[config.mk]
export PLATFORM = sky130hd
export DESIGN_NAME = ufc_parser
export DESIGN_NICKNAME = d
export VERILOG_FILES = /design/src/ufc_pkg.sv /design/src/ufc_parser.sv
export SDC_FILE = /design/constraint.sdc
export NUM_CORES = 1
export LEC_CHECK = 0
export BUFFER_PORTS_ARGS = -buffer_cell sky130_fd_sc_hd__buf_2
export CAP_MARGIN = 20
export CORE_MARGIN = 4
export CORE_UTILIZATION = 50
export DETAILED_ROUTE_END_ITERATION = 12
export GPL_ROUTABILITY_DRIVEN = 0
export GPL_TIMING_DRIVEN = 0
export PLACE_DENSITY = 0.71
export REMOVE_ABC_BUFFERS = 1
export SLEW_MARGIN = 20
export SYNTH_ARGS = -nofsm -noshare
export SYNTH_HDL_FRONTEND = slang
export SYNTH_SLANG_ARGS = --single-unit
[constraint.sdc]
create_clock -name clock -period 3.7 [get_ports clock]
set_input_delay 0 -clock clock [delete_from_list [all_inputs] [get_ports clock]]
set_output_delay 0 -clock clock [all_outputs]
set_load 0.02 [all_outputs]
[src/ufc_pkg.sv]
package ufc_pkg;

   // UBX framing constants
   localparam logic [7:0] SYNC_FIRST  = 8'hB5;
   localparam logic [7:0] SYNC_SECOND = 8'h62;

   // Default largest payload length accepted
   localparam int MAX_PAYLOAD_DEF = 1024;

   // Saturation limit of the reported length field
   localparam logic [10:0] LEN_FIELD_MAX = 11'h7FF;

   // Frame end status codes
   localparam logic [1:0] STATUS_OK        = 2'd0;
   localparam logic [1:0] STATUS_BAD_HDR   = 2'd1;
   localparam logic [1:0] STATUS_BAD_CK    = 2'd2;
   localparam logic [1:0] STATUS_TOO_LONG  = 2'd3;

   // Result kinds
   localparam logic KIND_PAYLOAD   = 1'b0;
   localparam logic KIND_FRAME_END = 1'b1;

   typedef enum logic [7:0] {
      PH_SYNC1   = 8'b0000_0001,
      PH_SYNC2   = 8'b0000_0010,
      PH_CLASS   = 8'b0000_0100,
      PH_ID      = 8'b0000_1000,
      PH_LEN_LO  = 8'b0001_0000,
      PH_LEN_HI  = 8'b0010_0000,
      PH_PAYLOAD = 8'b0100_0000,
      PH_CHECK   = 8'b1000_0000
   } phase_type;

   typedef struct packed {
      logic        kind;
      logic [7:0]  data_byte;
      logic [9:0]  payload_index;
      logic [15:0] command;
      logic [10:0] payload_length;
      logic [1:0]  status;
      logic        frame_last;
   } rsp_item_type;

   function automatic logic [10:0] sat_length(input logic [15:0] len);
      logic [10:0] res;
      res = (len > 16'(LEN_FIELD_MAX)) ? LEN_FIELD_MAX : len[10:0];
      return res;
   endfunction

endpackage

[src/ufc_parser.sv]
module ufc_parser import ufc_pkg::*; #(
   parameter int MAX_PAYLOAD = MAX_PAYLOAD_DEF
) (
   input  logic         clock,
   input  logic         reset,
   input  logic         step,       // process rx_byte this cycle
   input  logic [7:0]   rx_byte,
   output logic         res_valid,  // step produces a result item
   output rsp_item_type res_item
);

   localparam int          CNT_W   = $clog2(MAX_PAYLOAD + 1);
   localparam logic [16:0] MAX_LEN = 17'(MAX_PAYLOAD);

   phase_type         phase_ff, phase_in;
   logic [7:0]        sum_a_ff, sum_a_in;
   logic [7:0]        sum_b_ff, sum_b_in;
   logic [15:0]       cmd_ff, cmd_in;
   logic [15:0]       len_ff, len_in;
   logic [CNT_W-1:0]  cnt_ff, cnt_in;
   logic              ck_a_ok_ff, ck_a_ok_in;

   logic [7:0]        sum_a_add;
   logic [7:0]        sum_b_add;
   logic [15:0]       len_full;
   logic [CNT_W-1:0]  cnt_inc;
   logic [CNT_W+9:0]  cnt_ext;

   assign sum_a_add = sum_a_ff + rx_byte;
   assign sum_b_add = sum_b_ff + sum_a_add;
   assign len_full  = {rx_byte, len_ff[7:0]};
   assign cnt_inc   = cnt_ff + 1'b1;
   assign cnt_ext   = {10'd0, cnt_ff};

   always_comb begin
      phase_in   = phase_ff;
      sum_a_in   = sum_a_ff;
      sum_b_in   = sum_b_ff;
      cmd_in     = cmd_ff;
      len_in     = len_ff;
      cnt_in     = cnt_ff;
      ck_a_ok_in = ck_a_ok_ff;

      res_valid               = 1'b0;
      res_item.kind           = KIND_FRAME_END;
      res_item.data_byte      = 8'd0;
      res_item.payload_index  = 10'd0;
      res_item.command        = cmd_ff;
      res_item.payload_length = sat_length(len_ff);
      res_item.status         = STATUS_OK;
      res_item.frame_last     = 1'b1;

      case (phase_ff)
         PH_SYNC1: begin
            sum_a_in   = 8'd0;
            sum_b_in   = 8'd0;
            cmd_in     = 16'd0;
            len_in     = 16'd0;
            cnt_in     = '0;
            ck_a_ok_in = 1'b0;
            res_item.command        = 16'd0;
            res_item.payload_length = 11'd0;
            if (rx_byte != SYNC_FIRST) begin
               res_valid       = 1'b1;
               res_item.status = STATUS_BAD_HDR;
            end else begin
               phase_in = PH_SYNC2;
            end
         end
         PH_SYNC2: begin
            if (rx_byte != SYNC_SECOND) begin
               res_valid       = 1'b1;
               res_item.status = STATUS_BAD_HDR;
               phase_in        = PH_SYNC1;
            end else begin
               phase_in = PH_CLASS;
            end
         end
         PH_CLASS: begin
            sum_a_in = sum_a_add;
            sum_b_in = sum_b_add;
            cmd_in   = {rx_byte, 8'd0};
            phase_in = PH_ID;
         end
         PH_ID: begin
            sum_a_in = sum_a_add;
            sum_b_in = sum_b_add;
            cmd_in   = {cmd_ff[15:8], rx_byte};
            phase_in = PH_LEN_LO;
         end
         PH_LEN_LO: begin
            sum_a_in = sum_a_add;
            sum_b_in = sum_b_add;
            len_in   = {8'd0, rx_byte};
            phase_in = PH_LEN_HI;
         end
         PH_LEN_HI: begin
            sum_a_in = sum_a_add;
            sum_b_in = sum_b_add;
            len_in   = len_full;
            cnt_in   = '0;
            if ({1'b0, len_full} > MAX_LEN) begin
               res_valid               = 1'b1;
               res_item.status         = STATUS_TOO_LONG;
               res_item.payload_length = sat_length(len_full);
               phase_in                = PH_SYNC1;
            end else if (len_full == 16'd0) begin
               phase_in = PH_CHECK;
            end else begin
               phase_in = PH_PAYLOAD;
            end
         end
         PH_PAYLOAD: begin
            sum_a_in               = sum_a_add;
            sum_b_in               = sum_b_add;
            res_valid              = 1'b1;
            res_item.kind          = KIND_PAYLOAD;
            res_item.data_byte     = rx_byte;
            res_item.payload_index = cnt_ext[9:0];
            res_item.frame_last    = 1'b0;
            cnt_in                 = cnt_inc;
            if (17'(cnt_inc) >= {1'b0, len_ff}) begin
               cnt_in   = '0;
               phase_in = PH_CHECK;
            end
         end
         PH_CHECK: begin
            if (cnt_ff == '0) begin
               // CK_A: remember the verdict, wait for CK_B
               ck_a_ok_in = (rx_byte == sum_a_ff);
               cnt_in     = CNT_W'(1);
            end else begin
               res_valid       = 1'b1;
               res_item.status = (ck_a_ok_ff && rx_byte == sum_b_ff) ? STATUS_OK
                                                                      : STATUS_BAD_CK;
               phase_in        = PH_SYNC1;
            end
         end
         default: begin
            phase_in = PH_SYNC1;
         end
      endcase
   end

   always_ff @(posedge clock) begin
      if (reset) begin
         phase_ff   <= PH_SYNC1;
         sum_a_ff   <= 8'd0;
         sum_b_ff   <= 8'd0;
         cmd_ff     <= 16'd0;
         len_ff     <= 16'd0;
         cnt_ff     <= '0;
         ck_a_ok_ff <= 1'b0;
      end else if (step) begin
         phase_ff   <= phase_in;
         sum_a_ff   <= sum_a_in;
         sum_b_ff   <= sum_b_in;
         cmd_ff     <= cmd_in;
         len_ff     <= len_in;
         cnt_ff     <= cnt_in;
         ck_a_ok_ff <= ck_a_ok_in;
      end
   end

endmodule

==> Word level (Yosys, flattened, before mapping) <==
Index checks and enable logic that the tools add are counted.
{ "classes": {"div_mod_pow": 0, "n_reduce_logical": 20, "n_bitwise": 2, "n_addsub": 3, "multipliers": 0, "n_mux": 33, "shifts": 0, "n_lt_le_gt_ge": 4, "eq_ne": 16} }
{ "op_table": {"columns": ["cell", "n"], "rows": [
  ["16-bit one-hot mux with 3 select lines", 2],
  ["8-bit one-hot mux with 8 select lines", 1],
  ["16-bit by 11-bit greater-than comparator with 1-bit output, second input constant", 3],
  ["11-bit two-way mux", 4],
  ["8-bit two-way mux", 5],
  ["11-bit one-hot mux with 3 select lines", 1],
  ["8-bit one-hot mux with 2 select lines", 2],
  ["11-bit one-hot mux with 2 select lines", 1],
  ["19-bit two-way mux", 1],
  ["8-bit adder", 2],
  ["8-bit equality test", 2],
  ["11-bit by 16-bit greater-or-equal comparator with 1-bit output", 1],
  ["16-bit logical NOT", 1],
  ["16-bit two-way mux", 1],
  ["13-bit two-way mux", 1],
  ["3-bit AND reduction", 4],
  ["11-bit by 1-bit adder with 11-bit output, second input constant", 1],
  ["11-bit logical NOT", 1],
  ["3-bit nonzero test", 3],
  ["8-bit by 1-bit equality test with 1-bit output, second input constant", 1],
  ["8-bit by 2-bit equality test with 1-bit output, second input constant", 1],
  ["8-bit by 3-bit equality test with 1-bit output, second input constant", 1],
  ["8-bit by 4-bit equality test with 1-bit output, second input constant", 1],
  ["8-bit by 5-bit equality test with 1-bit output, second input constant", 1],
  ["19 further kinds", 36]
]} }
{ "word_totals": {"latch_bits": 0, "ff_bits": 68, "elab_cells": 87, "in_bits": 11, "mem_count": 0, "mem_bits_rw": 0, "rom_bits": 0, "output_inout_bits": 50} }

==> Depth between registers and ports, before layout <==
Gate-level depths: netlist of run 1.
{ "logic_depth": {"depth_word": 5, "ltp_mapped": 16, "depth_no_buf": 16} }

==> Least setup slack after synthesis of run 1 <==
OpenSTA, ideal clock, no wires.
{ "synth_timing": {"kind": "register -> register", "startpoint": "register cnt_ff[0]", "endpoint": "register phase_ff[7]", "setup_slack_ps": 651, "t_required_ps": 3556, "path_buffers": 0, "setup_time_ps": 144, "path_stages_with_launch": 13, "period_less_slack_ps": 3049, "arrival_time_ps": 2904, "path_cell_list": "dfxtp_1 ha_1 and3_2 and3_2 and3_1 and3_1 xor2_1 ha_1 nand3_1 or2_2 a31o_4 nor2_1 a311oi_2"} }
{ "synth_between": {"elab_chain_cells": 4, "word_cells_on_any_way": 6, "cone_classes": "add/sub: 1; order compare: 1; eq/ne: 2; reduce/logical: 2"} }
{ "synth_rtl": {"columns": ["item", "line", "rtl"], "rows": [
  ["start: declaration", "ufc_parser.sv:20", "logic [CNT_W-1:0] cnt_ff, cnt_in;"],
  ["start signal: assignment", "ufc_parser.sv:160", "cnt_ff <= cnt_in;"],
  ["11-bit by 1-bit adder with 11-bit output", "ufc_parser.sv:32", "assign cnt_inc = cnt_ff + 1'b1;"],
  ["11-bit by 16-bit greater-or-equal comparator with 1-bit output", "ufc_parser.sv:122", "if (17'(cnt_inc) >= {1'b0, len_ff}) begin"],
  ["2-bit inequality test (no line)", null, null],
  ["4-bit AND reduction (no line) (*)", null, null],
  ["end signal: assignment", "ufc_parser.sv:155", "phase_ff <= phase_in;"],
  ["end: declaration", "ufc_parser.sv:15", "phase_type phase_ff, phase_in;"]
]} }
Every way passes the cells marked *; elsewhere a longest branch is shown, timed or not.
A chain may end at the register's enable or synchronous reset.

==> Final worst setup path of run 1 <==
{ "layout_timing": {"startpoint": "register cnt_ff[0]", "endpoint": "register phase_ff[0]"} }
Same word-level chain as after synthesis.

==> results of run 1 <==
[metrics by stage]
step	hold slack, ns	util [%]	worst slack, ns
2_1_floorplan	0.0679	-	0.610
3_3_place_gp	0.370	54.5	0.288
3_5_place_dp	0.380	54.5	0.218
4_1_cts	0.00251	57.1	0.169
5_1_grt	0.00754	57.2	0.0716
6_report	0.0180	57.2	0.243
[registers in the layout, summed over array words and instances, names as in the netlist]
name,flops
phase_ff,8
len_ff,16
cmd_ff,16
sum_a_ff,8
sum_b_ff,8
cnt_ff,11
ck_a_ok_ff,1
[final cells by class]
cell class | instances | area, µm² | area share (%)
Multi-Input combinational cell | 442 | 2920 | 57.7
Sequential cell | 68 | 1360 | 26.9
Timing Repair Buffer | 60 | 303 | 5.99
Clock buffer | 10 | 138 | 2.72
Tap cell | 108 | 135 | 2.67
Inverter | 29 | 109 | 2.15
Clock inverter | 6 | 95.1 | 1.88
[per-layer routing]
| metal | vias to the layer above | wire length, µm | track usage (%) |
|---|---|---|---|
| met5 | - | 0 | 0 |
| met4 | 0 | 170 | 6.27 |
| met3 | 15 | 811 | 5.21 |
| met2 | 148 | 5700 | 36.9 |
| met1 | 2002 | 5580 | 30.6 |
| li1 | 2120 | - | - |
[power by group]
group | switching (mW) | internal (mW) | leakage [nW] | total [mW]
Combinational | 0.481 | 0.179 | 1.49 | 0.660
Sequential | 0.0360 | 0.749 | 0.548 | 0.785
Clock | 0.324 | 0.405 | 0.117 | 0.729
[worst max-delay path by stage]
stage / start / endpoint / cells after the start
5_1_grt: cnt_ff[0] / phase_ff[0] / 12
4_1_cts: cnt_ff[0] / phase_ff[0] / 12
3_3_place_gp: cnt_ff[0] / phase_ff[7] / 12
2_1_floorplan: cnt_ff[0] / phase_ff[7] / 12
3_5_place_dp: cnt_ff[0] / phase_ff[0] / 12
6_report: cnt_ff[0] / phase_ff[0] / 12
[logic make-up after synthesis]
family | synth area share, %
compound gates | 20.2
xor+xnor | 5.33
fa+ha+maj | 8.21
buf+inv | 7.12
flops | 29.6
mux | 0.435
simple gates | 29.2
[worst reg2reg max path, delay by kind of cell, from the launching register on]
kind / cells / cell delay, ns
mux: 1 / 0.24
fa+ha+maj: 2 / 0.47
flops: 1 / 0.48
xor+xnor: 1 / 0.24
simple gates: 7 / 1.63
compound gates: 1 / 0.32
[layout by cell type, fill, tap and decap left out, types with 8 or more instances in the layout]
| cell type | count |
|---|---|
| a21o_1 | 11 |
| a21oi_1 | 45 |
| a22oi_1 | 34 |
| and2_1 | 37 |
| and3_1 | 10 |
| buf_2 | 59 |
| clkbuf_8 | 10 |
| dfxtp_1 | 68 |
| ha_1 | 27 |
| inv_1 | 28 |
| nand2_1 | 35 |
| nand3_1 | 36 |
| nand4_1 | 9 |
| nor2_1 | 52 |
| nor2b_1 | 8 |
| nor3b_1 | 8 |
| nor4_1 | 11 |
| o21ai_0 | 13 |
| o21ai_1 | 10 |
| xnor2_1 | 14 |
| xor2_1 | 14 |
[timing repair]
item,4_1_cts,5_1_grt
setup endpoints to repair,0,2
resized for setup,0,1
hold endpoints to repair,0,0
==> flow_summary.yaml, run 1 <==
outcome:
  status: "finished, final reports clean"
floorplanning:
  die_w_um: 104
  start_util_pct: 52.0
  core_um2: 8850
  boundaryPins: 61
  core.rowCount: 34
  die_area_um2: 10800
  die_y_um: 104
yosys:
  synth-seq-cells: 68
  synth_area_um2: 4600
  synthCells: 578
  synth.most_common_cell: "dfxtp_1"
  synth_top_area_share_pct: 29.6
  synthFlopType: "dfxtp_1"
  async_reset_ff_share_pct: 0
  syn_area_per_cell_um2: 7.97
  synthTopCellsByCount: "68 x dfxtp_1, 53 x nor2_1, 45 x a21oi_1, 37 x and2_1, 36 x nand3_1"
  synth_edf_count: 0
  yosys_warnings: 0
  yosysUniqueCellTypes: 64
  synth_area_leaders: "dfxtp_1 30%, ha_1 7.3%, a22oi_1 5.5%, and2_1 5.0%, a21oi_1 4.9%"
  synth_top_cell_by_area: "dfxtp_1"
  seq_area_frac_synth_pct: 29.6
setup_path:
  cp_max_fo: 16
  timing.rr.start: "cnt_ff[0]"
  crit_type: "flop to flop"
  cp_slowest_cell: "dfxtp_1"
  worst-path-buf-inv: 0
  r2r_slack_ns: 0.24
  cp_data_arrival_time_ns: 3.74
  crit_required_ns: 3.98
  critPathTopFamily: "simple AND/OR/NAND/NOR gates"
  cp-end-kind: "flop"
  rr_endpoint: "phase_ff[0]"
  cpPeakStageDelay_ns: 0.48
  path_cells: "ha_1 > and3_2 > and3_2 > and3_1 > and3_1 > xor2_1 > ha_1 > nand3_1 > or2_2 > a31o_4 > nor2_2 > mux2i_1"
  start_kind: "flop"
  rr_worst_depth: 12
timing:
  period_minus_slack_ns: 3.46
  tns_ns: 0
  relSlewSlack_pct: 51.2
  tightest_slew_ns: 0.732
  rsz0062_at_grt: "false"
  maxSlewViolCount: 0
  fin_crit_sh_pct: 93.4
  hold_viol_final: 0
  skew_ns: 0.0127
  fmax_mhz: 289
  setup_viol: 0
cts:
  insertion_delay_ns: 0.36
  ctsHoldBuffers: 0
  cts_buffers: 9
  cts.htree.levels: 3
  clkSlewWorstSetupHoldPaths_ns: 0.07
  cts_sinks: 68
  tritoncts: "done"
  postCtsSetupRepairBufs: 0
  root_buffer: "clkbuf_8"
  cts_buffer_depth: 2
layout:
  final_area_um2: 5060
  n_antenna_cell: 0
  area_growth_syn_to_layout_pct: 9.86
  finalNonFillerCells: 723
  final_nets: 650
  num-fill-cells: 841
  drive_gt1_share_pct: 16.1
power:
  power_density_nw_per_um2: 430
  p_leak_nw: 2.15
  ir_drop_uv: 229
  power_mw: 2.17
placed_design:
  io_buffer_count: 60
  dp.cells: 707
  dpl.hpwl_um: 8550
  postPlaceCellArea_um2: 4820
detailed_routing:
  postRouteWirelength_um: 12300
  ant_nets: 0
  drc: 0
  drt_pass1_iterations: 5
  drt-initial-drc-count: 350
  via_per_inst: 5.93
  routedWlPerCell_um: 17.0
  vias: 4285
global_routing:
  antenna_found_initial: 0
  grt_max_degree: 69
  grt_pass1_wl_um: 20300
  grt-ovfl-total: 0
  grt_pass1_vias: 4020
  track_usage_pct: 22.8
worst_hold_path:
  hp-class: "input pin to flop"
  hold_end: "cmd_ff[7]"
  min_delay_path_depth: 3
  min_from: "rx_byte[7]"
job:
  cap_violations: 0
No activity file was read; power rests on OpenSTA's default activity.
==> inputs of run 2 (changes only) <==
--- a/config.mk
+++ b/config.mk
@@ -5,6 +5,7 @@
 export SDC_FILE = /design/constraint.sdc
 export NUM_CORES = 1
 export LEC_CHECK = 0
+export ABC_AREA = 1
 export BUFFER_PORTS_ARGS = -buffer_cell sky130_fd_sc_hd__buf_2
 export CAP_MARGIN = 20
 export CORE_MARGIN = 4
@@ -12,7 +13,7 @@
 export DETAILED_ROUTE_END_ITERATION = 12
 export GPL_ROUTABILITY_DRIVEN = 0
 export GPL_TIMING_DRIVEN = 0
-export PLACE_DENSITY = 0.71
+export PLACE_DENSITY = 0.7
 export REMOVE_ABC_BUFFERS = 1
 export SLEW_MARGIN = 20
 export SYNTH_ARGS = -nofsm -noshare
==> flow_summary.yaml, run 2 <==
global_routing:
  gr-max-usage-layer: "met2"
  grt_pass1_vias: 4459
  antenna_found_initial: 0
  grt_max_degree: 58
  grt_pass1_wl_um: 22200
  met1_usage_pct: 33.9
  track_usage_pct: 24.3
  use_met2_pct: 37.9
  use_met3_pct: 4.25
  grt-ovfl-total: 0
yosys:
  synth_edf_count: 0
  seq_area_frac_synth_pct: 28.4
  yosysUniqueCellTypes: 50
  synth_top_area_share_pct: 28.4
  async_reset_ff_share_pct: 0
  syn_area_per_cell_um2: 6.59
  synthCells: 728
  yosys_warnings: 0
  synth_area_um2: 4800
  synth.most_common_cell: "nand2_1"
  synth_top_cell_by_area: "dfxtp_1"
  synth_area_leaders: "dfxtp_1 28%, nand2_1 11%, nor2_1 7.4%, a21oi_1 7.3%, nand3_1 7.2%"
  synth-seq-cells: 68
  synthFlopType: "dfxtp_1"
  synthTopCellsByCount: "140 x nand2_1, 94 x nor2_1, 83 x inv_1, 70 x a21oi_1, 69 x nand3_1"
cts:
  tritoncts: "done"
  clkSlewWorstSetupHoldPaths_ns: 0.08
  cts.htree.levels: 3
  cts_sinks: 68
  cts_buffer_depth: 2
  insertion_delay_ns: 0.35
  cts_buffers: 9
  root_buffer: "clkbuf_8"
timing:
  maxSlewViolCount: 0
  tns_ns: 0
  fmax_mhz: 300
  holdWs_ns: 0.0236
  skew_ns: 0.0132
  period_minus_slack_ns: 3.33
  setup_viol: 0
  rsz0062_at_grt: "false"
  timing.final.ws_setup_ns: 0.369
  fin_crit_sh_pct: 90.0
  tightest_slew_ns: 0.707
  hold_viol_final: 0
  relSlewSlack_pct: 52.7
placed_design:
  dpl.hpwl_um: 9760
  dp.cells: 885
  io_buffer_count: 60
  dp_slack_ns: 0.187
  postPlaceCellArea_um2: 5100
setup_path:
  cp-end-kind: "flop"
  cp_max_fo: 12
  start_kind: "flop"
  cp_data_arrival_time_ns: 3.61
  crit_type: "flop to flop"
  crit_required_ns: 3.98
detailed_routing:
  postRouteWirelength_um: 13500
  drt-initial-drc-count: 363
  routedWlPerCell_um: 15.0
  drc: 0
  via_per_inst: 5.53
  drt_pass1_iterations: 7
  ant_nets: 0
  vias: 4983
power:
  ir_drop_uv: 340
  power_mw: 2.85
  power_density_nw_per_um2: 536
  p_leak_nw: 2.37
floorplanning:
  die_y_um: 106
  die_w_um: 106
  core_um2: 9280
  core.rowCount: 35
  boundaryPins: 61
  start_util_pct: 51.7
  die_area_um2: 11200
layout:
  layout_commonest_cell: "nand2_1"
  n_antenna_cell: 0
  final_util_pct: 57.3
  area_growth_syn_to_layout_pct: 11.0
  drive_gt1_share_pct: 14.4
  seq_area_um2: 1360
  final_cell_mix: "140 x nand2_1, 93 x nor2_1, 83 x inv_1"
  final_area_um2: 5320
  num-fill-cells: 931
  final_nets: 807
  reg.largest.list: "cmd_ff x16, len_ff x16, cnt_ff x11"
  finalNonFillerCells: 901
  multiInputGateArea_um2: 2920
outcome:
  status: "finished, final reports clean"
job:
  cap_violations: 0
worst_hold_path:
  hp-class: "input pin to flop"
run 2: cell type report:
class,instances,area share [%]
clock buffers,12,2.73
flip-flops and latches,68,25.6
inverters,95,6.75
clock inverters,4,1.36
multi-input cells,533,54.9
repair buffers,60,5.69
well taps,129,3.03
run 2: per-layer routing:
metal | part of all wire, % | up-vias
li1 | - | 2473
met1 | 45 | 2312
met2 | 46 | 172
met3 | 6.8 | 26
met4 | 2.1 | 0
met5 | 0 | -
run 2: report_power, final:
group,switching (mW),internal (mW)
registers,0.0484,0.810
logic,0.951,0.354
clock network,0.290,0.398
total,1.29,1.56
run 2: critical path: stages, from the launching register on:
cell and delay, ns:
dfxtp_1 0.39, inv_1 0.11, nor3_1 0.54, nand2_1 0.15
nor2_1 0.15, nor2_1 0.11, ha_1 0.30, a21oi_1 0.14
o21a_1 0.14, nand2_1 0.07, nand2_1 0.33, nand2_1 0.36
nand2_2 0.25, nand2_1 0.08, a21oi_1 0.12
run 2: worst paths after layout:
path / from / to / slack, ns / depth (start not counted)
worst min register to register: cmd_ff[7] / cmd_ff[7] / 0.46 / 2
worst min-delay path: rx_byte[7] / cmd_ff[7] / 0.02 / 3
worst max-delay path: cnt_ff[0] / phase_ff[7] / 0.37 / 14
worst max register to register: cnt_ff[0] / phase_ff[7] / 0.37 / 14
run 2: timing repair:
item	4_1_cts	5_1_grt
setup buffers	0	0
hold buffers	0	0
endpoints found under the setup margin	0	8
resized for setup	0	1
run 2: kinds of logic after synthesis:
kind of cell | after synthesis | synth area share, %
flip-flops | 68 | 28.4
AND/OR/NAND/NOR | 363 | 35.1
XOR/XNOR | 18 | 3.29
AO/OA/AOI/OAI | 123 | 14.5
adder cells (fa/ha/maj) | 29 | 7.88
buffers and inverters | 127 | 10.8
